**config.mk**
```make
export PLATFORM = sky130hd
export DESIGN_NAME = indexed_list_insert_erase_flat
export DESIGN_NICKNAME = d
export VERILOG_FILES = /design/src/hdl/ilie_pkg.sv /design/src/hdl/ilie_channels.sv /design/src/hdl/ilie_dec.sv /design/src/hdl/ilie_seq.sv /design/src/hdl/indexed_list_insert_erase.sv /design/src/flat_wrapper.sv
export VERILOG_INCLUDE_DIRS = /design/src /design/src/hdl
export SDC_FILE = /design/constraint.sdc
export NUM_CORES = 1
export LEC_CHECK = 0
export BUFFER_PORTS_ARGS = -buffer_cell sky130_fd_sc_hd__buf_2
export CAP_MARGIN = 15
export CORE_AREA = 2 2 255 257
export CTS_BUF_LIST = sky130_fd_sc_hd__clkbuf_8
export CTS_CLUSTER_DIAMETER = 60
export DETAILED_ROUTE_END_ITERATION = 12
export DIE_AREA = 0 0 257 259
export PLACE_DENSITY_LB_ADDON = 0.25
export SYNTH_ARGS = -nofsm -noshare
export SYNTH_HDL_FRONTEND = slang
export SYNTH_SLANG_ARGS = --single-unit
```
**constraint.sdc**
```tcl
create_clock -name clk -period 5.9 [get_ports clk]
set_clock_uncertainty 0.2 [all_clocks]
set_input_delay 1.18 -clock clk [delete_from_list [all_inputs] [get_ports clk]]
set_output_delay 1.18 -clock clk [all_outputs]
set_load 0.02 [all_outputs]
```
**src/hdl/indexed_list_insert_erase_macros.svh**
```systemverilog
// Assertion helpers for the indexed list block.
// All of them sample on clk and are off while rst is high.
`ifndef INDEXED_LIST_INSERT_ERASE_MACROS_SVH
`define INDEXED_LIST_INSERT_ERASE_MACROS_SVH

// Same-cycle implication.
`define ILIE_ASSERT_NOW(lbl, ante, cons, msg) \
  lbl: assert property (@(posedge clk) disable iff (rst) (ante) |-> (cons)) else $error(msg);

// Next-cycle implication.
`define ILIE_ASSERT_NXT(lbl, ante, cons, msg) \
  lbl: assert property (@(posedge clk) disable iff (rst) (ante) |=> (cons)) else $error(msg);

`endif

```
**src/hdl/ilie_pkg.sv**
```systemverilog
package ilie_pkg;

  localparam int DEPTH_DEF      = 16;
  localparam int WORD_WIDTH_DEF = 32;

  localparam int TYPE_W   = 3;
  localparam int POS_W    = 5;
  localparam int VALUE_W  = 32;
  localparam int COUNT_W  = 5;
  localparam int STATUS_W = 2;

  typedef enum logic [TYPE_W-1:0] {
    REQ_PUSH   = 3'd0,
    REQ_POP    = 3'd1,
    REQ_INSERT = 3'd2,
    REQ_ERASE  = 3'd3,
    REQ_READ   = 3'd4,
    REQ_WRITE  = 3'd5,
    REQ_RESIZE = 3'd6
  } req_kind_t;

  typedef enum logic [STATUS_W-1:0] {
    ST_OK    = 2'd0,
    ST_RANGE = 2'd1,
    ST_FULL  = 2'd2,
    ST_EMPTY = 2'd3
  } status_t;

  // Memory work that a request needs from the sequencer
  typedef enum logic [2:0] {
    MOP_NONE,
    MOP_PUSH,
    MOP_WRITE,
    MOP_READ,
    MOP_INSERT,
    MOP_ERASE
  } mop_t;

  typedef enum logic [1:0] {
    CNT_KEEP,
    CNT_INC,
    CNT_DEC,
    CNT_LOAD
  } cnt_op_t;

  typedef struct packed {
    status_t status;
    cnt_op_t cnt_op;
    mop_t    mop;
  } act_t;

  typedef struct packed {
    logic idle;
    logic done;
  } seq_st_t;

endpackage

```
**src/hdl/ilie_channels.sv**
```systemverilog
interface ilie_req_if import ilie_pkg::*; ();
  logic               valid;
  logic               ready;
  logic [TYPE_W-1:0]  req_type;
  logic [POS_W-1:0]   position;
  logic [VALUE_W-1:0] value;

  modport source (output valid, req_type, position, value, input ready);
  modport sink   (input valid, req_type, position, value, output ready);
endinterface

interface ilie_rsp_if import ilie_pkg::*; ();
  logic                valid;
  logic                ready;
  logic [VALUE_W-1:0]  read_value;
  logic [COUNT_W-1:0]  count;
  logic [STATUS_W-1:0] status;

  modport source (output valid, read_value, count, status, input ready);
  modport sink   (input valid, read_value, count, status, output ready);
endinterface

```
**src/hdl/ilie_dec.sv**
```systemverilog
module ilie_dec import ilie_pkg::*; #(
  parameter int DEPTH = DEPTH_DEF,
  localparam int CW = $clog2(DEPTH + 1),
  localparam int PW = (CW > POS_W) ? CW : POS_W
) (
  input  logic [TYPE_W-1:0] req_type,
  input  logic [POS_W-1:0]  position,
  input  logic [CW-1:0]     count,
  output act_t              act
);

  logic [PW-1:0] pe;
  logic [PW-1:0] ce;
  logic          full;

  assign pe   = PW'(position);
  assign ce   = PW'(count);
  assign full = (count == CW'(DEPTH));

  always_comb begin
    act = '{status: ST_OK, cnt_op: CNT_KEEP, mop: MOP_NONE};
    case (req_type)
      REQ_PUSH: begin
        if (full) begin
          act.status = ST_FULL;
        end else begin
          act.mop    = MOP_PUSH;
          act.cnt_op = CNT_INC;
        end
      end
      REQ_POP: begin
        if (count == '0) begin
          act.status = ST_EMPTY;
        end else begin
          act.cnt_op = CNT_DEC;
        end
      end
      REQ_INSERT: begin
        // range is checked before capacity
        if (pe > ce) begin
          act.status = ST_RANGE;
        end else if (full) begin
          act.status = ST_FULL;
        end else begin
          act.mop    = MOP_INSERT;
          act.cnt_op = CNT_INC;
        end
      end
      REQ_ERASE: begin
        if (pe >= ce) begin
          act.status = ST_RANGE;
        end else begin
          act.mop    = MOP_ERASE;
          act.cnt_op = CNT_DEC;
        end
      end
      REQ_READ: begin
        if (pe >= ce) begin
          act.status = ST_RANGE;
        end else begin
          act.mop = MOP_READ;
        end
      end
      REQ_WRITE: begin
        if (pe >= ce) begin
          act.status = ST_RANGE;
        end else begin
          act.mop = MOP_WRITE;
        end
      end
      REQ_RESIZE: begin
        if (pe > PW'(DEPTH)) begin
          act.status = ST_RANGE;
        end else begin
          act.cnt_op = CNT_LOAD;
        end
      end
      default: begin
      end
    endcase
  end

endmodule

```
**src/hdl/ilie_seq.sv**
```systemverilog
module ilie_seq import ilie_pkg::*; #(
  parameter int DEPTH      = DEPTH_DEF,
  parameter int WORD_WIDTH = WORD_WIDTH_DEF,
  localparam int AW = $clog2(DEPTH),
  localparam int CW = $clog2(DEPTH + 1),
  localparam int PW = (CW > POS_W) ? CW : POS_W
) (
  input  logic                  clk,
  input  logic                  rst,
  input  logic                  start,
  input  mop_t                  mop,
  input  logic [POS_W-1:0]      position,
  input  logic [CW-1:0]         count,
  input  logic [WORD_WIDTH-1:0] value,
  input  logic                  out_free,
  output seq_st_t               st,
  output logic [WORD_WIDTH-1:0] rd_word
);

  typedef enum logic [2:0] {
    S_CLEAR,
    S_IDLE,
    S_RDWAIT,
    S_SHIFT,
    S_PUTW,
    S_FINISH
  } state_t;

  state_t                state;
  logic [AW-1:0]         idx;
  logic [AW-1:0]         lim;
  logic                  up;
  logic [AW-1:0]         put_addr;
  logic [WORD_WIDTH-1:0] word;

  logic [WORD_WIDTH-1:0] mem [DEPTH];
  logic [WORD_WIDTH-1:0] q;

  logic                  we;
  logic [AW-1:0]         wa;
  logic [WORD_WIDTH-1:0] wd;
  logic                  re;
  logic [AW-1:0]         ra;

  logic [PW-1:0]         pe;
  logic [PW-1:0]         pos_p1;
  logic [CW-1:0]         cnt_m1;
  logic [AW-1:0]         pos_a;
  logic [AW-1:0]         nxt_a;
  logic [AW-1:0]         cnt_a;
  logic [AW-1:0]         last_a;
  logic                  ins_at_end;
  logic                  ers_shift;
  logic [AW-1:0]         idx_up;
  logic [AW-1:0]         idx_dn;

  assign pe         = PW'(position);
  assign pos_p1     = pe + PW'(1);
  assign cnt_m1     = count - CW'(1);
  assign pos_a      = pe[AW-1:0];
  assign nxt_a      = pos_p1[AW-1:0];
  assign cnt_a      = count[AW-1:0];
  assign last_a     = cnt_m1[AW-1:0];
  assign ins_at_end = (pe == PW'(count));
  assign ers_shift  = (pos_p1 != PW'(count));
  assign idx_up     = idx + AW'(1);
  assign idx_dn     = idx - AW'(1);

  assign st.idle = (state == S_IDLE);
  assign st.done = (state == S_FINISH) && out_free;

  // Port steering. During a shift the read runs two entries ahead of the
  // write, so the two never hit the same entry.
  always_comb begin
    we = 1'b0;
    wa = '0;
    wd = value;
    re = 1'b0;
    ra = '0;
    case (state)
      S_CLEAR: begin
        we = 1'b1;
        wa = idx;
        wd = '0;
      end
      S_IDLE: begin
        if (start) begin
          case (mop)
            MOP_PUSH: begin
              we = 1'b1;
              wa = cnt_a;
            end
            MOP_WRITE: begin
              we = 1'b1;
              wa = pos_a;
            end
            MOP_READ: begin
              re = 1'b1;
              ra = pos_a;
            end
            MOP_INSERT: begin
              if (ins_at_end) begin
                we = 1'b1;
                wa = pos_a;
              end else begin
                re = 1'b1;
                ra = last_a;
              end
            end
            MOP_ERASE: begin
              re = ers_shift;
              ra = nxt_a;
            end
            default: begin
            end
          endcase
        end
      end
      S_SHIFT: begin
        we = 1'b1;
        wa = up ? idx_up : idx_dn;
        wd = q;
        re = (idx != lim);
        ra = up ? idx_dn : idx_up;
      end
      S_PUTW: begin
        we = 1'b1;
        wa = put_addr;
        wd = word;
      end
      default: begin
      end
    endcase
  end

  always_ff @(posedge clk) begin
    if (we) begin
      mem[wa] <= wd;
    end
    if (re) begin
      q <= mem[ra];
    end
  end

  always_ff @(posedge clk) begin
    if (rst) begin
      state <= S_CLEAR;
      idx   <= '0;
    end else begin
      case (state)
        S_CLEAR: begin
          idx <= idx_up;
          if (idx == AW'(DEPTH - 1)) begin
            state <= S_IDLE;
          end
        end
        S_IDLE: begin
          if (start) begin
            rd_word <= '0;
            case (mop)
              MOP_READ: begin
                state <= S_RDWAIT;
              end
              MOP_INSERT: begin
                if (ins_at_end) begin
                  state <= S_FINISH;
                end else begin
                  state    <= S_SHIFT;
                  idx      <= last_a;
                  lim      <= pos_a;
                  up       <= 1'b1;
                  put_addr <= pos_a;
                  word     <= value;
                end
              end
              MOP_ERASE: begin
                if (ers_shift) begin
                  state <= S_SHIFT;
                  idx   <= nxt_a;
                  lim   <= last_a;
                  up    <= 1'b0;
                end else begin
                  state <= S_FINISH;
                end
              end
              default: begin
                state <= S_FINISH;
              end
            endcase
          end
        end
        S_RDWAIT: begin
          rd_word <= q;
          state   <= S_FINISH;
        end
        S_SHIFT: begin
          if (idx == lim) begin
            state <= up ? S_PUTW : S_FINISH;
          end else begin
            idx <= up ? idx_dn : idx_up;
          end
        end
        S_PUTW: begin
          state <= S_FINISH;
        end
        S_FINISH: begin
          if (out_free) begin
            state <= S_IDLE;
          end
        end
        default: begin
          state <= S_IDLE;
        end
      endcase
    end
  end

endmodule

```
**src/hdl/indexed_list_insert_erase.sv**
```systemverilog
// Bounded positional list of DEPTH words with a live count.
// Request channel (req): req_type, position, value. Response channel (rsp):
// read_value, count, status. Both use valid/ready; a transaction completes
// when both are high at a rising clk edge. Each request gives one response.
// Steps per request: push, pop, write, resize and a failed or unused request
// go straight to the response; a read first waits for the memory word; an
// insert below the end shifts the entries from position up by one and then
// writes the new word, and an erase below the last entry shifts the entries
// above position down by one. One request is in flight at a time; the rate
// is set by the shift loop of the sequencer, one entry per cycle.
// The response sits in an output register: the next request is taken while
// an earlier response still waits. When rsp is stalled, a finished request
// holds in the sequencer until the output register frees up.
// Reset (rst, synchronous) zeroes the count and starts a clearing pass that
// writes zero to every entry, with req.ready low meanwhile.
`include "indexed_list_insert_erase_macros.svh"

module indexed_list_insert_erase import ilie_pkg::*; #(
  parameter int DEPTH      = DEPTH_DEF,
  parameter int WORD_WIDTH = WORD_WIDTH_DEF
) (
  input logic       clk,
  input logic       rst,
  ilie_req_if.sink  req,
  ilie_rsp_if.source rsp
);

  localparam int CW = $clog2(DEPTH + 1);
  localparam int PW = (CW > POS_W) ? CW : POS_W;

  logic [CW-1:0]         live_count;
  logic [CW-1:0]         new_count;
  logic [COUNT_W-1:0]    new_count_o;
  logic [PW-1:0]         pe;
  act_t                  act;
  seq_st_t               seq_st;
  logic                  accept;
  logic                  out_free;
  logic [WORD_WIDTH-1:0] value_w;
  logic [WORD_WIDTH-1:0] rd_word;
  logic [VALUE_W-1:0]    rd_out;

  logic [COUNT_W-1:0]    pend_count;
  status_t               pend_status;
  logic                  out_valid;
  logic [VALUE_W-1:0]    out_rd;
  logic [COUNT_W-1:0]    out_count;
  status_t               out_status;

  assign req.ready = seq_st.idle;
  assign accept    = req.valid && req.ready;
  assign out_free  = !out_valid || rsp.ready;

  assign rsp.valid      = out_valid;
  assign rsp.read_value = out_rd;
  assign rsp.count      = out_count;
  assign rsp.status     = out_status;

  if (WORD_WIDTH <= VALUE_W) begin : g_narrow
    assign value_w = req.value[WORD_WIDTH-1:0];
    assign rd_out  = VALUE_W'(rd_word);
  end else begin : g_wide
    assign value_w = {{(WORD_WIDTH - VALUE_W){1'b0}}, req.value};
    assign rd_out  = rd_word[VALUE_W-1:0];
  end

  if (CW >= COUNT_W) begin : g_cnt_trunc
    assign new_count_o = new_count[COUNT_W-1:0];
  end else begin : g_cnt_ext
    assign new_count_o = {{(COUNT_W - CW){1'b0}}, new_count};
  end

  assign pe = PW'(req.position);

  always_comb begin
    case (act.cnt_op)
      CNT_INC:  new_count = live_count + CW'(1);
      CNT_DEC:  new_count = live_count - CW'(1);
      CNT_LOAD: new_count = pe[CW-1:0];
      default:  new_count = live_count;
    endcase
  end

  ilie_dec #(
    .DEPTH (DEPTH)
  ) u_dec (
    .req_type (req.req_type),
    .position (req.position),
    .count    (live_count),
    .act      (act)
  );

  ilie_seq #(
    .DEPTH      (DEPTH),
    .WORD_WIDTH (WORD_WIDTH)
  ) u_seq (
    .clk      (clk),
    .rst      (rst),
    .start    (accept),
    .mop      (act.mop),
    .position (req.position),
    .count    (live_count),
    .value    (value_w),
    .out_free (out_free),
    .st       (seq_st),
    .rd_word  (rd_word)
  );

  always_ff @(posedge clk) begin
    if (rst) begin
      live_count <= '0;
      out_valid  <= 1'b0;
    end else begin
      if (accept) begin
        live_count <= new_count;
      end
      if (seq_st.done) begin
        out_valid <= 1'b1;
      end else if (rsp.ready) begin
        out_valid <= 1'b0;
      end
    end
  end

  always_ff @(posedge clk) begin
    if (accept) begin
      pend_count  <= new_count_o;
      pend_status <= act.status;
    end
    if (seq_st.done) begin
      out_rd     <= rd_out;
      out_count  <= pend_count;
      out_status <= pend_status;
    end
  end

  `ILIE_ASSERT_NOW(a_count_bound, 1'b1, live_count <= CW'(DEPTH), "live count above depth")
  `ILIE_ASSERT_NXT(a_one_in_flight, accept, !req.ready, "request taken while busy")
  `ILIE_ASSERT_NXT(a_err_keeps_count, accept && (act.status != ST_OK), live_count == $past(live_count), "failed request changed count")
  `ILIE_ASSERT_NOW(a_done_free, seq_st.done, !out_valid || rsp.ready, "response overwrote pending one")

endmodule
```
**src/flat_wrapper.sv**
```systemverilog
// flat-port wrapper written by rule: the top's interface ports become plain ports
module indexed_list_insert_erase_flat import ilie_pkg::*;
#(
  parameter int DEPTH      = DEPTH_DEF,
  parameter int WORD_WIDTH = WORD_WIDTH_DEF
)
  (clk, rst, req_valid, req_req_type, req_position, req_value, req_ready, rsp_valid, rsp_read_value, rsp_count, rsp_status, rsp_ready);
  ilie_req_if req_i ();
  ilie_rsp_if rsp_i ();
  input logic clk;
  input logic rst;
  input wire logic [$bits(req_i.valid)-1:0] req_valid;
  input wire logic [$bits(req_i.req_type)-1:0] req_req_type;
  input wire logic [$bits(req_i.position)-1:0] req_position;
  input wire logic [$bits(req_i.value)-1:0] req_value;
  output wire logic [$bits(req_i.ready)-1:0] req_ready;
  output wire logic [$bits(rsp_i.valid)-1:0] rsp_valid;
  output wire logic [$bits(rsp_i.read_value)-1:0] rsp_read_value;
  output wire logic [$bits(rsp_i.count)-1:0] rsp_count;
  output wire logic [$bits(rsp_i.status)-1:0] rsp_status;
  input wire logic [$bits(rsp_i.ready)-1:0] rsp_ready;
  assign req_i.valid = req_valid;
  assign req_i.req_type = req_req_type;
  assign req_i.position = req_position;
  assign req_i.value = req_value;
  assign req_ready = req_i.ready;
  assign rsp_valid = rsp_i.valid;
  assign rsp_read_value = rsp_i.read_value;
  assign rsp_count = rsp_i.count;
  assign rsp_status = rsp_i.status;
  assign rsp_i.ready = rsp_ready;
  indexed_list_insert_erase #(.DEPTH(DEPTH), .WORD_WIDTH(WORD_WIDTH)) u_core (.clk(clk), .rst(rst), .req(req_i), .rsp(rsp_i));
endmodule
```
==> flow_summary_export.csv, run 1 <==
group,metric,value,unit
clocking,root_buffer,"clkbuf_8",
clocking,cts_buffers,107,
sta,setup_viol,0,
logic_synthesis,syn_avg_cell_area,14.03,um2
clocking,ctsResizeCount,0,
logic_synthesis,ys_top_cells_by_area,"edfxtp_1 (70%), a211oi_1 (6.1%), a21oi_1 (3.2%), and3_1 (3.2%), nand2_1 (2.5%)",
drt,wl_per_cell,24.93,um
worst_setup_path,start_kind,"register",
drt,viasPerCell,6.051,
worst_setup_path,cp_cell_sequence,"inv_1 > ha_1 > a21oi_1 > o221ai_1 > nor3_1 > a2111oi_1 > o21ai_4 > buf_12 > a211oi_1 > or4_1",
global_routing,antenna_found_initial,2,
place,gp_congestion,0.8433,
final_layout,final_util,0.5081,
power_and_ir_drop,powerDensity,421.1,mW/mm2
logic_synthesis,seq_area_frac_synth,0.7062,
final_layout,area_growth_syn_to_layout,13.64,%
power_and_ir_drop,power.total,13.67,mW
logic_synthesis,yosys.area.top_type,"edfxtp_1",
logic_synthesis,yosysMostFrequentCell,"edfxtp_1",
global_routing,grt_max_degree,130,
sta,timing.hold.ws,0.2137,ns
hold_path,hold_class,"reg2reg",
floorplan,die_h,259,um
worst_setup_path,crit_path_max_fanout,18,
drt,vias,18660,
final_layout,nets,2201,
logic_synthesis,syn_inst,2036,
clocking,clk_path_buf_depth,3,
global_routing,grt_overflow,0,
floorplan,rows,93,
floorplan,core_region_area,0.06388,mm2
sta,timing.final.ws_setup,0.8768,ns
sta,period_share,0.8514,
clocking,clkTransAtPathRegs,0.06,ns
sta,worst_pin_slew,1.035,ns
global_routing,track_usage,0.2285,
sta,fin_crit,5.023,ns
drt,antenna_left,0,
status,outcome,"finished clean",
drt,drc_errors,0,
floorplan,die_area,0.06656,mm2
floorplan,start_util,0.4471,
worst_setup_path,critPathRequiredTime,6.15,ns
logic_synthesis,syn_area,0.02856,mm2
worst_setup_path,cp_slowest_stage_delay,0.76,ns
global_routing,grt_pass1_vias,18060,
worst_setup_path,cp_slowest_cell,"nor3_1",
floorplan,ios,85,
logic_synthesis,ys_top_cells_by_count,"edfxtp_1 (663), a211oi_1 (231), nand2_1 (190), a21oi_1 (182), and3_1 (145)",
sta,rsz0062_at_grt,"false",
clocking,cts.sinks,676,
worst_setup_path,worstPathArrival,5.27,ns
sta,hold_viol,0,
logic_synthesis,syn_nets,2092,
drt,wl,76870,um
place,portBuffers,84,
clocking,cts_hold_buf,0,
final_layout,final_layout_size_suffix_gt1_frac,0.1786,
worst_setup_path,cp-end-kind,"register",
sta,fmax,199.1,MHz
drt,dr.pass1.iters,5,
sta,maxSlewViolCount,0,
floorplan,die_w,257,um
logic_synthesis,ys_warn_count,0,
job,drv_cap,0,
worst_setup_path,ff2ff_setup_slack,0.88,ns
global_routing,grt_pass1_wl,114600,um
sta,final.setup.tns,0,ns
worst_setup_path,critPathKind,"reg2reg",
power_and_ir_drop,p_leak,10.68,nW
clocking,ctsHtreeMaxLevel,3,
place,post-dp-hpwl,42760,um
logic_synthesis,synth_edf_count,663,
drt,drt_iter0_drc,2122,
logic_synthesis,yosysUniqueCellTypes,73,
logic_synthesis,async_flop_share,0,
sta,slew_headroom,0.3083,
clocking,cts_tree,"built",
logic_synthesis,synthFlopType,"edfxtp_1",
clocking,post-cts-setup-buffers,0,
place,place_ws,0.4346,ns
power_and_ir_drop,ir_drop,200.6,uV
logic_synthesis,synth_top_area_share,0.6970,
clocking,clock_latency,0.73,ns
logic_synthesis,ys_ff_latch,676,
-- worst max-delay path: cells and delay by family (launching register included) --
family	cells	cell delay, ns
AOI/OAI and AO/OA	5	1.74
DFF	1	0.68
and+or+nand+nor	2	1.28
adders and majority gates	1	0.34
buffers and inverters	2	0.48
-- path summary, 6_finish.rpt --
check                                               from                        end  cells past startpoint
worst max register to register      u_core.live_count[2]         u_core.u_seq.q[15]                     10
worst max-delay path                u_core.live_count[2]         u_core.u_seq.q[15]                     10
worst min register to register  u_core.u_seq.rd_word[10]  u_core.rsp.read_value[10]                      0
worst min-delay path            u_core.u_seq.rd_word[10]  u_core.rsp.read_value[10]                      0
-- logic make-up (layout without fill, tap and decap cells) --
group	count (synthesis)	after routing	share of synthesized area
fa+ha+maj	12	12	0.005257
mux	8	8	0.002847
xor+xnor	16	16	0.005388
flops	676	676	0.7062
buf+inv	193	385	0.02966
simple gates	497	497	0.09405
other cells	0	1	0
compound gates	634	634	0.1566
-- where the power goes --
group	total, mW	switching (mW)	internal (mW)	leakage (nW)
Clock	3.69	1.86	1.82	1.11
Sequential	6.88	0.192	6.69	6.21
Combinational	3.10	2.14	0.963	3.36
-- state kept, by name, summed over array words and instances, names as in the netlist, 5 cells and up --
name,cells
u_core.pend_count,5
u_core.rsp.count,5
u_core.u_seq.word,32
u_core.rsp.read_value,32
u_core.live_count,5
u_core.u_seq.mem,512
u_core.u_seq.q,32
u_core.u_seq.rd_word,32
-- cell type report --
cell class	count	area, um2
Clock inverter	83	451.7
Fill cell	5380	31430
Multi-Input combinational cell	1167	7766
Antenna cell	1	2.502
Timing Repair Buffer	171	1411
Clock buffer	109	1500
Sequential cell	676	20170
Inverter	22	82.58
Tap cell	855	1070
-- cell usage in the layout (no fill, tap or decap), types with 5 or more instances in the layout --
master / instances
nand2b_1: 7
o31ai_1: 5
or4_1: 33
inv_1: 49
o21ai_0: 50
a22oi_1: 9
buf_4: 60
a22o_1: 32
nor2_1: 24
nand3_1: 12
a211oi_2: 30
ha_1: 12
clkbuf_8: 109
nand2_1: 188
nor3_1: 12
nor2b_1: 5
buf_12: 27
and3_1: 144
o221ai_1: 7
nor2_4: 21
a311oi_1: 5
o32ai_1: 5
edfxtp_1: 663
and3_4: 15
mux2i_1: 7
buf_2: 84
clkinv_1: 31
a221oi_1: 34
xnor2_1: 11
clkinv_2: 13
a21oi_1: 182
dfxtp_1: 10
a211oi_1: 231
-- metal layers --
layer / wire length (um) / global-route usage
met1: 33350 / 0.3321
met2: 34870 / 0.3488
met3: 7408 / 0.04931
met4: 1241 / 0.06234
met5: 0 / 0
-- per-stage QoR --
stage / std cells / area, um2
finish: 3084 / 32460
global route: 3084 / 32460
CTS: 3083 / 32450
detailed placement: 2891 / 30500
global placement: 2891 / 30500
floorplan: 2036 / 28560
(Power assumes the default switching activity.)
==> inputs of run 2 (changes only) <==
--- a/config.mk
+++ b/config.mk
@@ -8,11 +8,11 @@
 export LEC_CHECK = 0
 export BUFFER_PORTS_ARGS = -buffer_cell sky130_fd_sc_hd__buf_2
 export CAP_MARGIN = 15
-export CORE_AREA = 2 2 255 257
+export CORE_AREA = 2 2 231 233
 export CTS_BUF_LIST = sky130_fd_sc_hd__clkbuf_8
 export CTS_CLUSTER_DIAMETER = 60
 export DETAILED_ROUTE_END_ITERATION = 12
-export DIE_AREA = 0 0 257 259
+export DIE_AREA = 0 0 233 235
 export PLACE_DENSITY_LB_ADDON = 0.25
 export SYNTH_ARGS = -nofsm -noshare
 export SYNTH_HDL_FRONTEND = slang
==> run 2 against run 1 <==
- worst hold slack about the same
- final area decreased by 1.2%
- fmax is 3.1% higher
- die area is 18% lower
- clock power decreased by 3%
- worst setup slack gained 0.15 ns
- flip-flop and latch count did not move
- sequential power hardly changed
- critical path type unchanged
- cell count fell by 5.5%
- register-to-register slack improved by 0.15 ns
- combinational power fell by 4%
- via count is 1.5% higher
==> flow_summary_export.csv, run 2 (same netlist as run 1, synthesis figures left out) <==
group,metric,value,unit
clocking,ctsHtreeMaxLevel,3,
worst_setup_path,timing.rr.end,"u_core.u_seq.q[3]",
floorplan,rows,84,
worst_setup_path,ff2ff_setup_slack,1.03,ns
final_layout,most-common-layout-cells,"edfxtp_1 (663), a211oi_1 (231), nand2_1 (188)",
place,gp_congestion,0.8956,
status,outcome,"finished clean",
worst_setup_path,path_depth,11,
power_and_ir_drop,p_clk_frac,0.266,
hold_path,hold_path_depth,0,
final_layout,top_register,"u_core.u_seq.mem",
global_routing,grt_overflow,0,
power_and_ir_drop,power.total,13.43,mW
sta,maxSlewViolCount,0,
final_layout,finalNonFillerCells,2914,
sta,final.setup.tns,0,ns
clocking,ctsResizeCount,0,
power_and_ir_drop,power_frac_seq,0.513,
final_layout,final_layout_size_suffix_gt1_frac,0.1783,
hold_path,min-delay-start,"u_core.u_seq.rd_word[19]",
job,drv_cap,0,
clocking,cts_tree,"built",
final_layout,final_util,0.6142,
clocking,cts_hold_buf,0,
place,portBuffers,84,
power_and_ir_drop,switching_share,0.3033,
final_layout,layout_commonest_cell,"edfxtp_1",
floorplan,die_area,0.05476,mm2
sta,fmax,205.3,MHz
power_and_ir_drop,intPower,9.358,mW
worst_setup_path,crit_path_max_fanout,17,
clocking,clkTransAtPathRegs,0.06,ns
drt,viasPerCell,6.499,
sta,setup_viol,0,
worst_setup_path,cp-end-kind,"register",
sta,fin_crit,4.872,ns
final_layout,num_antenna_cells,0,
drt,wl,73680,um
sta,slew_headroom,0.2842,
clocking,root_buffer,"clkbuf_8",
place,post-dp-hpwl,42790,um
clocking,clock_latency,0.73,ns
worst_setup_path,rr_startpoint,"u_core.live_count[3]",
worst_setup_path,cp_slowest_stage_delay,0.72,ns
floorplan,core_region_area,0.05224,mm2
final_layout,nFillCells,3873,
floorplan,start_util,0.5468,
global_routing,grt_pass1_wl,110600,um
power_and_ir_drop,pwr-share-comb,0.221,
worst_setup_path,worst-path-buf-inv,3,
power_and_ir_drop,ir_drop,315.0,uV
sta,hold_viol,0,
final_layout,area_growth_syn_to_layout,12.32,%
final_layout,stdcell_area,0.03208,mm2
final_layout,largest_reg_flops,512,
drt,antenna_left,0,
worst_setup_path,critPathRequiredTime,6.27,ns
final_layout,nets,2205,
global_routing,grt_max_degree,105,
worst_setup_path,start_kind,"register",
worst_setup_path,cp_slowest_cell,"o221ai_1",
global_routing,track_usage,0.2673,
place,dpl_cell_area,0.03019,mm2
drt,dr.pass1.iters,5,
worst_setup_path,critPathKind,"reg2reg",
clocking,clk_path_buf_depth,3,
sta,worst_pin_slew,1.074,ns
sta,period_share,0.8257,
drt,drt_iter0_drc,2448,
floorplan,die_w,233,um
clocking,cts_buffers,107,
clocking,cts.sinks,676,
worst_setup_path,cp_cell_sequence,"inv_1 > ha_1 > nand4_1 > o221ai_1 > buf_4 > nor4_1 > o32ai_1 > nand3_2 > buf_12 > a211oi_1 > or4_1",
place,dp_cells,2728,
global_routing,grt_pass1_vias,18110,
hold_path,hold_class,"reg2reg",
floorplan,die_h,235,um
power_and_ir_drop,p_switching,4.073,mW
drt,vias,18940,
global_routing,antenna_found_initial,2,
hold_path,min_to,"u_core.rsp.read_value[19]",
worst_setup_path,path_delay_family,"compound AO/OA/AOI/OAI gates",
sta,rsz0062_at_grt,"false",
power_and_ir_drop,p_leak,10.65,nW
worst_setup_path,worstPathArrival,5.25,ns
drt,drc_errors,0,
floorplan,ios,85,
drt,wl_per_cell,25.29,um
clocking,post-cts-setup-buffers,0,
worst_setup_path,reg2reg_depth,11,
power_and_ir_drop,powerDensity,418.7,mW/mm2
## run 2: power groups by stage
stage               combinational (mW)  sequential [mW]  clock [mW]
finish                            2.97             6.90        3.57
CTS                               2.94             6.89        3.62
floorplan                         1.70             6.97           0
detailed placement                2.92             6.99           0
global route                      3.18             6.94        3.84
global placement                  2.84             6.95           0
## run 2: worst max-delay path by stage
stage                     slack (ns)                       to                  from
after floorplan                 0.52  u_core.u_seq.mem[12][0]       req_position[4]
after global placement          0.62       u_core.u_seq.q[18]       req_req_type[1]
after detailed placement        0.56        u_core.u_seq.q[9]       req_position[2]
after CTS                       1.17        u_core.u_seq.q[3]  u_core.live_count[3]
after global routing            0.83        u_core.u_seq.q[8]  u_core.live_count[3]
final                           1.03        u_core.u_seq.q[3]  u_core.live_count[3]
## run 2: stage by stage
step                hold WS (ns)  setup slack [ns]
global placement          0.2005            0.6204
floorplan                 0.2003            0.5188
detailed placement        0.2045            0.5573
finish                    0.2134             1.028
global route              0.2249            0.8344
CTS                       0.2006             1.168
## run 2: area by class of cell
cell class                      instances  area [um2]  area share
Inverter                               22       82.58    0.002574
Multi-Input combinational cell       1167        7766      0.2421
Clock inverter                         76       380.4     0.01186
Tap cell                              688       860.8     0.02683
Clock buffer                          110        1514     0.04719
Timing Repair Buffer                  175        1304     0.04064
Sequential cell                       676       20170      0.6288
## run 2: routing by layer
layer	share of wire	vias to the layer above	routed length [um]	GRT usage
li1	-	8330	-	-
met1	0.42	9464	31190	0.4021
met2	0.45	1017	33470	0.3958
met3	0.10	128	7399	0.04927
met4	0.022	0	1618	0.08666
met5	0	-	0	0
==> inputs of run 3 (changes only) <==
--- a/config.mk
+++ b/config.mk
@@ -6,13 +6,14 @@
 export SDC_FILE = /design/constraint.sdc
 export NUM_CORES = 1
 export LEC_CHECK = 0
+export ABC_AREA = 1
 export BUFFER_PORTS_ARGS = -buffer_cell sky130_fd_sc_hd__buf_2
 export CAP_MARGIN = 15
-export CORE_AREA = 2 2 231 233
+export CORE_AREA = 2 2 235 237
 export CTS_BUF_LIST = sky130_fd_sc_hd__clkbuf_8
 export CTS_CLUSTER_DIAMETER = 60
 export DETAILED_ROUTE_END_ITERATION = 12
-export DIE_AREA = 0 0 233 235
+export DIE_AREA = 0 0 237 239
 export PLACE_DENSITY_LB_ADDON = 0.25
 export SYNTH_ARGS = -nofsm -noshare
 export SYNTH_HDL_FRONTEND = slang
==> constraint.sdc (replaced) <==
create_clock -name clk -period 4.2 [get_ports clk]
set_clock_uncertainty 0.2 [all_clocks]
set_input_delay 0.84 -clock clk [delete_from_list [all_inputs] [get_ports clk]]
set_output_delay 0.84 -clock clk [all_outputs]
set_load 0.02 [all_outputs]
==> run 3 against run 2 <==
- first-iteration DRC count down 0.20%
- register-to-register slack worse by 0.75 ns
- via count up 8.8%
- sequential share of layout area down 2.8 points
- cell count up 26%
- die area up 3.4%
- area after synthesis up 3.1%
- flip-flop and latch count unchanged
- critical path type unchanged
- largest power group unchanged
- highest routed layer unchanged
==> flow_summary_export.csv, run 3 <==
group,metric,value,unit
status,outcome,"finished clean",
final_layout,final_layout_size_suffix_gt1_frac,0.1293,
logic_synthesis,synth-simple-area-share,0.2072,
logic_synthesis,syn_area,0.02946,mm2
place,gp_congestion,0.8875,
sta,fmax,254.8,MHz
global_routing,antenna_found_initial,1,
clocking,ctsHtreeMaxLevel,3,
drt,drt_iter0_drc,2443,
logic_synthesis,yosys.area.top_type,"edfxtp_1",
final_layout,layout_commonest_cell,"nand2_1",
floorplan,die_h,239,um
clocking,cts_tree,"built",
logic_synthesis,synthFlopType,"edfxtp_1",
floorplan,core_region_area,0.05434,mm2
worst_setup_path,start_kind,"register",
sta,worst_pin_slew,1.073,ns
clocking,cts_buffers,109,
global_routing,track_usage,0.2646,
drt,dr.pass1.iters,6,
global_routing,grt_overflow,0,
logic_synthesis,yosys.area_share.adder,0.005097,
floorplan,start_util,0.5421,
global_routing,grt_pass1_vias,20290,
clocking,post-cts-setup-buffers,0,
worst_setup_path,cp_slowest_cell,"clkinv_1",
logic_synthesis,synth_compound_area_frac,0.02451,
worst_setup_path,critPathKind,"reg2reg",
sta,timing.final.ws_setup,0.2759,ns
final_layout,largest_reg_flops,512,
power_and_ir_drop,powerDensity,557.4,mW/mm2
clocking,cts.sinks,676,
logic_synthesis,ys_warn_count,0,
final_layout,most-common-layout-cells,"nand2_1 (672), edfxtp_1 (663), nand3_1 (601)",
logic_synthesis,synth_edf_count,663,
logic_synthesis,yosysUniqueCellTypes,45,
hold_path,hold_class,"in2reg",
worst_setup_path,ff2ff_setup_slack,0.28,ns
clocking,cts_hold_buf,0,
worst_setup_path,cp-end-kind,"register",
sta,final.setup.tns,0,ns
logic_synthesis,ys_top_cells_by_area,"edfxtp_1 (68%), nand3_1 (10%), nand2_1 (8.6%), inv_1 (4.5%), buf_2 (1.1%)",
place,place_ws,0.09773,ns
logic_synthesis,syn_nets,2769,
floorplan,die_area,0.05664,mm2
logic_synthesis,synth_top_family_by_area,"simple AND/OR/NAND/NOR gates",
logic_synthesis,ys_ff_latch,676,
drt,viasPerCell,5.618,
power_and_ir_drop,p_leak,13.77,nW
floorplan,die_w,237,um
logic_synthesis,syn_avg_cell_area,10.86,um2
sta,maxSlewViolCount,0,
logic_synthesis,seq_area_frac_synth,0.6847,
final_layout,area_growth_syn_to_layout,14.06,%
job,drv_cap,0,
drt,wl_per_cell,20.18,um
clocking,clock_latency,0.72,ns
sta,hold_viol,0,
sta,fin_crit,3.924,ns
logic_synthesis,synthXorXnorAreaFrac,0.005055,
sta,slew_headroom,0.2828,
logic_synthesis,async_flop_share,0,
final_layout,nFillCells,4216,
place,post-dp-hpwl,44210,um
sta,setup_viol,0,
clocking,clk_path_buf_depth,3,
place,portBuffers,84,
final_layout,finalNonFillerCells,3668,
final_layout,nets,2937,
floorplan,ios,85,
drt,antenna_left,0,
floorplan,rows,86,
logic_synthesis,syn_inst,2713,
final_layout,top_register,"u_core.u_seq.mem",
drt,drc_errors,0,
global_routing,grt_max_degree,131,
logic_synthesis,synth_top_area_share,0.6759,
sta,rsz0062_at_grt,"false",
worst_setup_path,cp_cell_sequence,"inv_1 > nor2_1 > inv_1 > nor2_4 > clkinv_1 > buf_4 > nor2_1 > inv_1 > nand2_4 > buf_12 > nand3_1 > nand3_1 > nand3_1 > nand2_1",
worst_setup_path,worstPathArrival,4.28,ns
sta,period_share,0.9343,
global_routing,grt_pass1_wl,114200,um
drt,wl,74020,um
worst_setup_path,cp_slowest_stage_delay,0.60,ns
power_and_ir_drop,ir_drop,326.5,uV
clocking,ctsResizeCount,0,
logic_synthesis,muxShareOfSynthArea,0,
worst_setup_path,critPathRequiredTime,4.56,ns
logic_synthesis,ys_top_cells_by_count,"nand2_1 (675), edfxtp_1 (663), nand3_1 (601), inv_1 (351), nor2_1 (79)",
place,dp_cells,3459,
sta,timing.hold.ws,0.1100,ns
clocking,root_buffer,"clkbuf_8",
clocking,clkTransAtPathRegs,0.06,ns
worst_setup_path,crit_path_max_fanout,57,
logic_synthesis,yosysMostFrequentCell,"nand2_1",
drt,vias,20610,
-- run 3: metal layers --
| layer | GRT usage | wire, um | up-vias |
|---|---|---|---|
| met5 | 0 | 0 | - |
| li1 | - | - | 9566 |
| met3 | 0.04723 | 6550 | 153 |
| met2 | 0.4270 | 34850 | 965 |
| met1 | 0.3600 | 30530 | 9921 |
| met4 | 0.1036 | 2088 | 0 |
-- run 3: kinds of logic (layout without fill, tap and decap cells) --
family,Yosys count,count (layout)
flops,676,676
other cells,0,1
fa+ha+maj,12,12
compound gates,109,109
buf+inv,507,757
xor+xnor,17,17
simple gates,1392,1392
-- run 3: power by group --
part           leakage [nW]  internal [mW]  switching, mW
Clock                  1.13           2.42           2.54
Sequential             6.25           9.21          0.266
Combinational          6.39           1.33           2.95
-- run 3: worst paths after layout --
check,to,from,cells past startpoint
worst min register to register,u_core.rsp.read_value[23],u_core.u_seq.rd_word[23],0
worst max register to register,u_core.u_seq.q[3],u_core.u_seq.state[0],14
worst max-delay path,u_core.u_seq.q[3],u_core.u_seq.state[0],14
worst min-delay path,u_core.u_seq.word[29],req_value[29],1
-- run 3: critical path: cells and delay by family (launching register included) --
family        cells  cell delay (ns)
buf+inv           6             1.76
flops             1             0.37
simple gates      8             1.39
-- run 3: final cells by class --
| type | instances | area [um2] | area share |
|---|---|---|---|
| Sequential cell | 676 | 20170 | 0.6003 |
| Clock buffer | 110 | 1514 | 0.04506 |
| Antenna cell | 1 | 2.502 | 0.00007448 |
| Inverter | 358 | 1349 | 0.04015 |
| Timing Repair Buffer | 206 | 1966 | 0.05851 |
| Clock inverter | 83 | 357.8 | 0.01065 |
| Multi-Input combinational cell | 1530 | 7358 | 0.2190 |
| Tap cell | 704 | 880.8 | 0.02622 |
-- run 3: metrics by stage --
stage	instance area [um2]	util	total power, mW
3_3_place_gp	31560	0.5808	13.64
2_1_floorplan	29470	-	11.85
5_1_grt	33600	0.6183	19.57
6_report	33600	0.6183	18.73
3_5_place_dp	31610	0.5817	13.80
4_1_cts	33480	0.6162	18.75
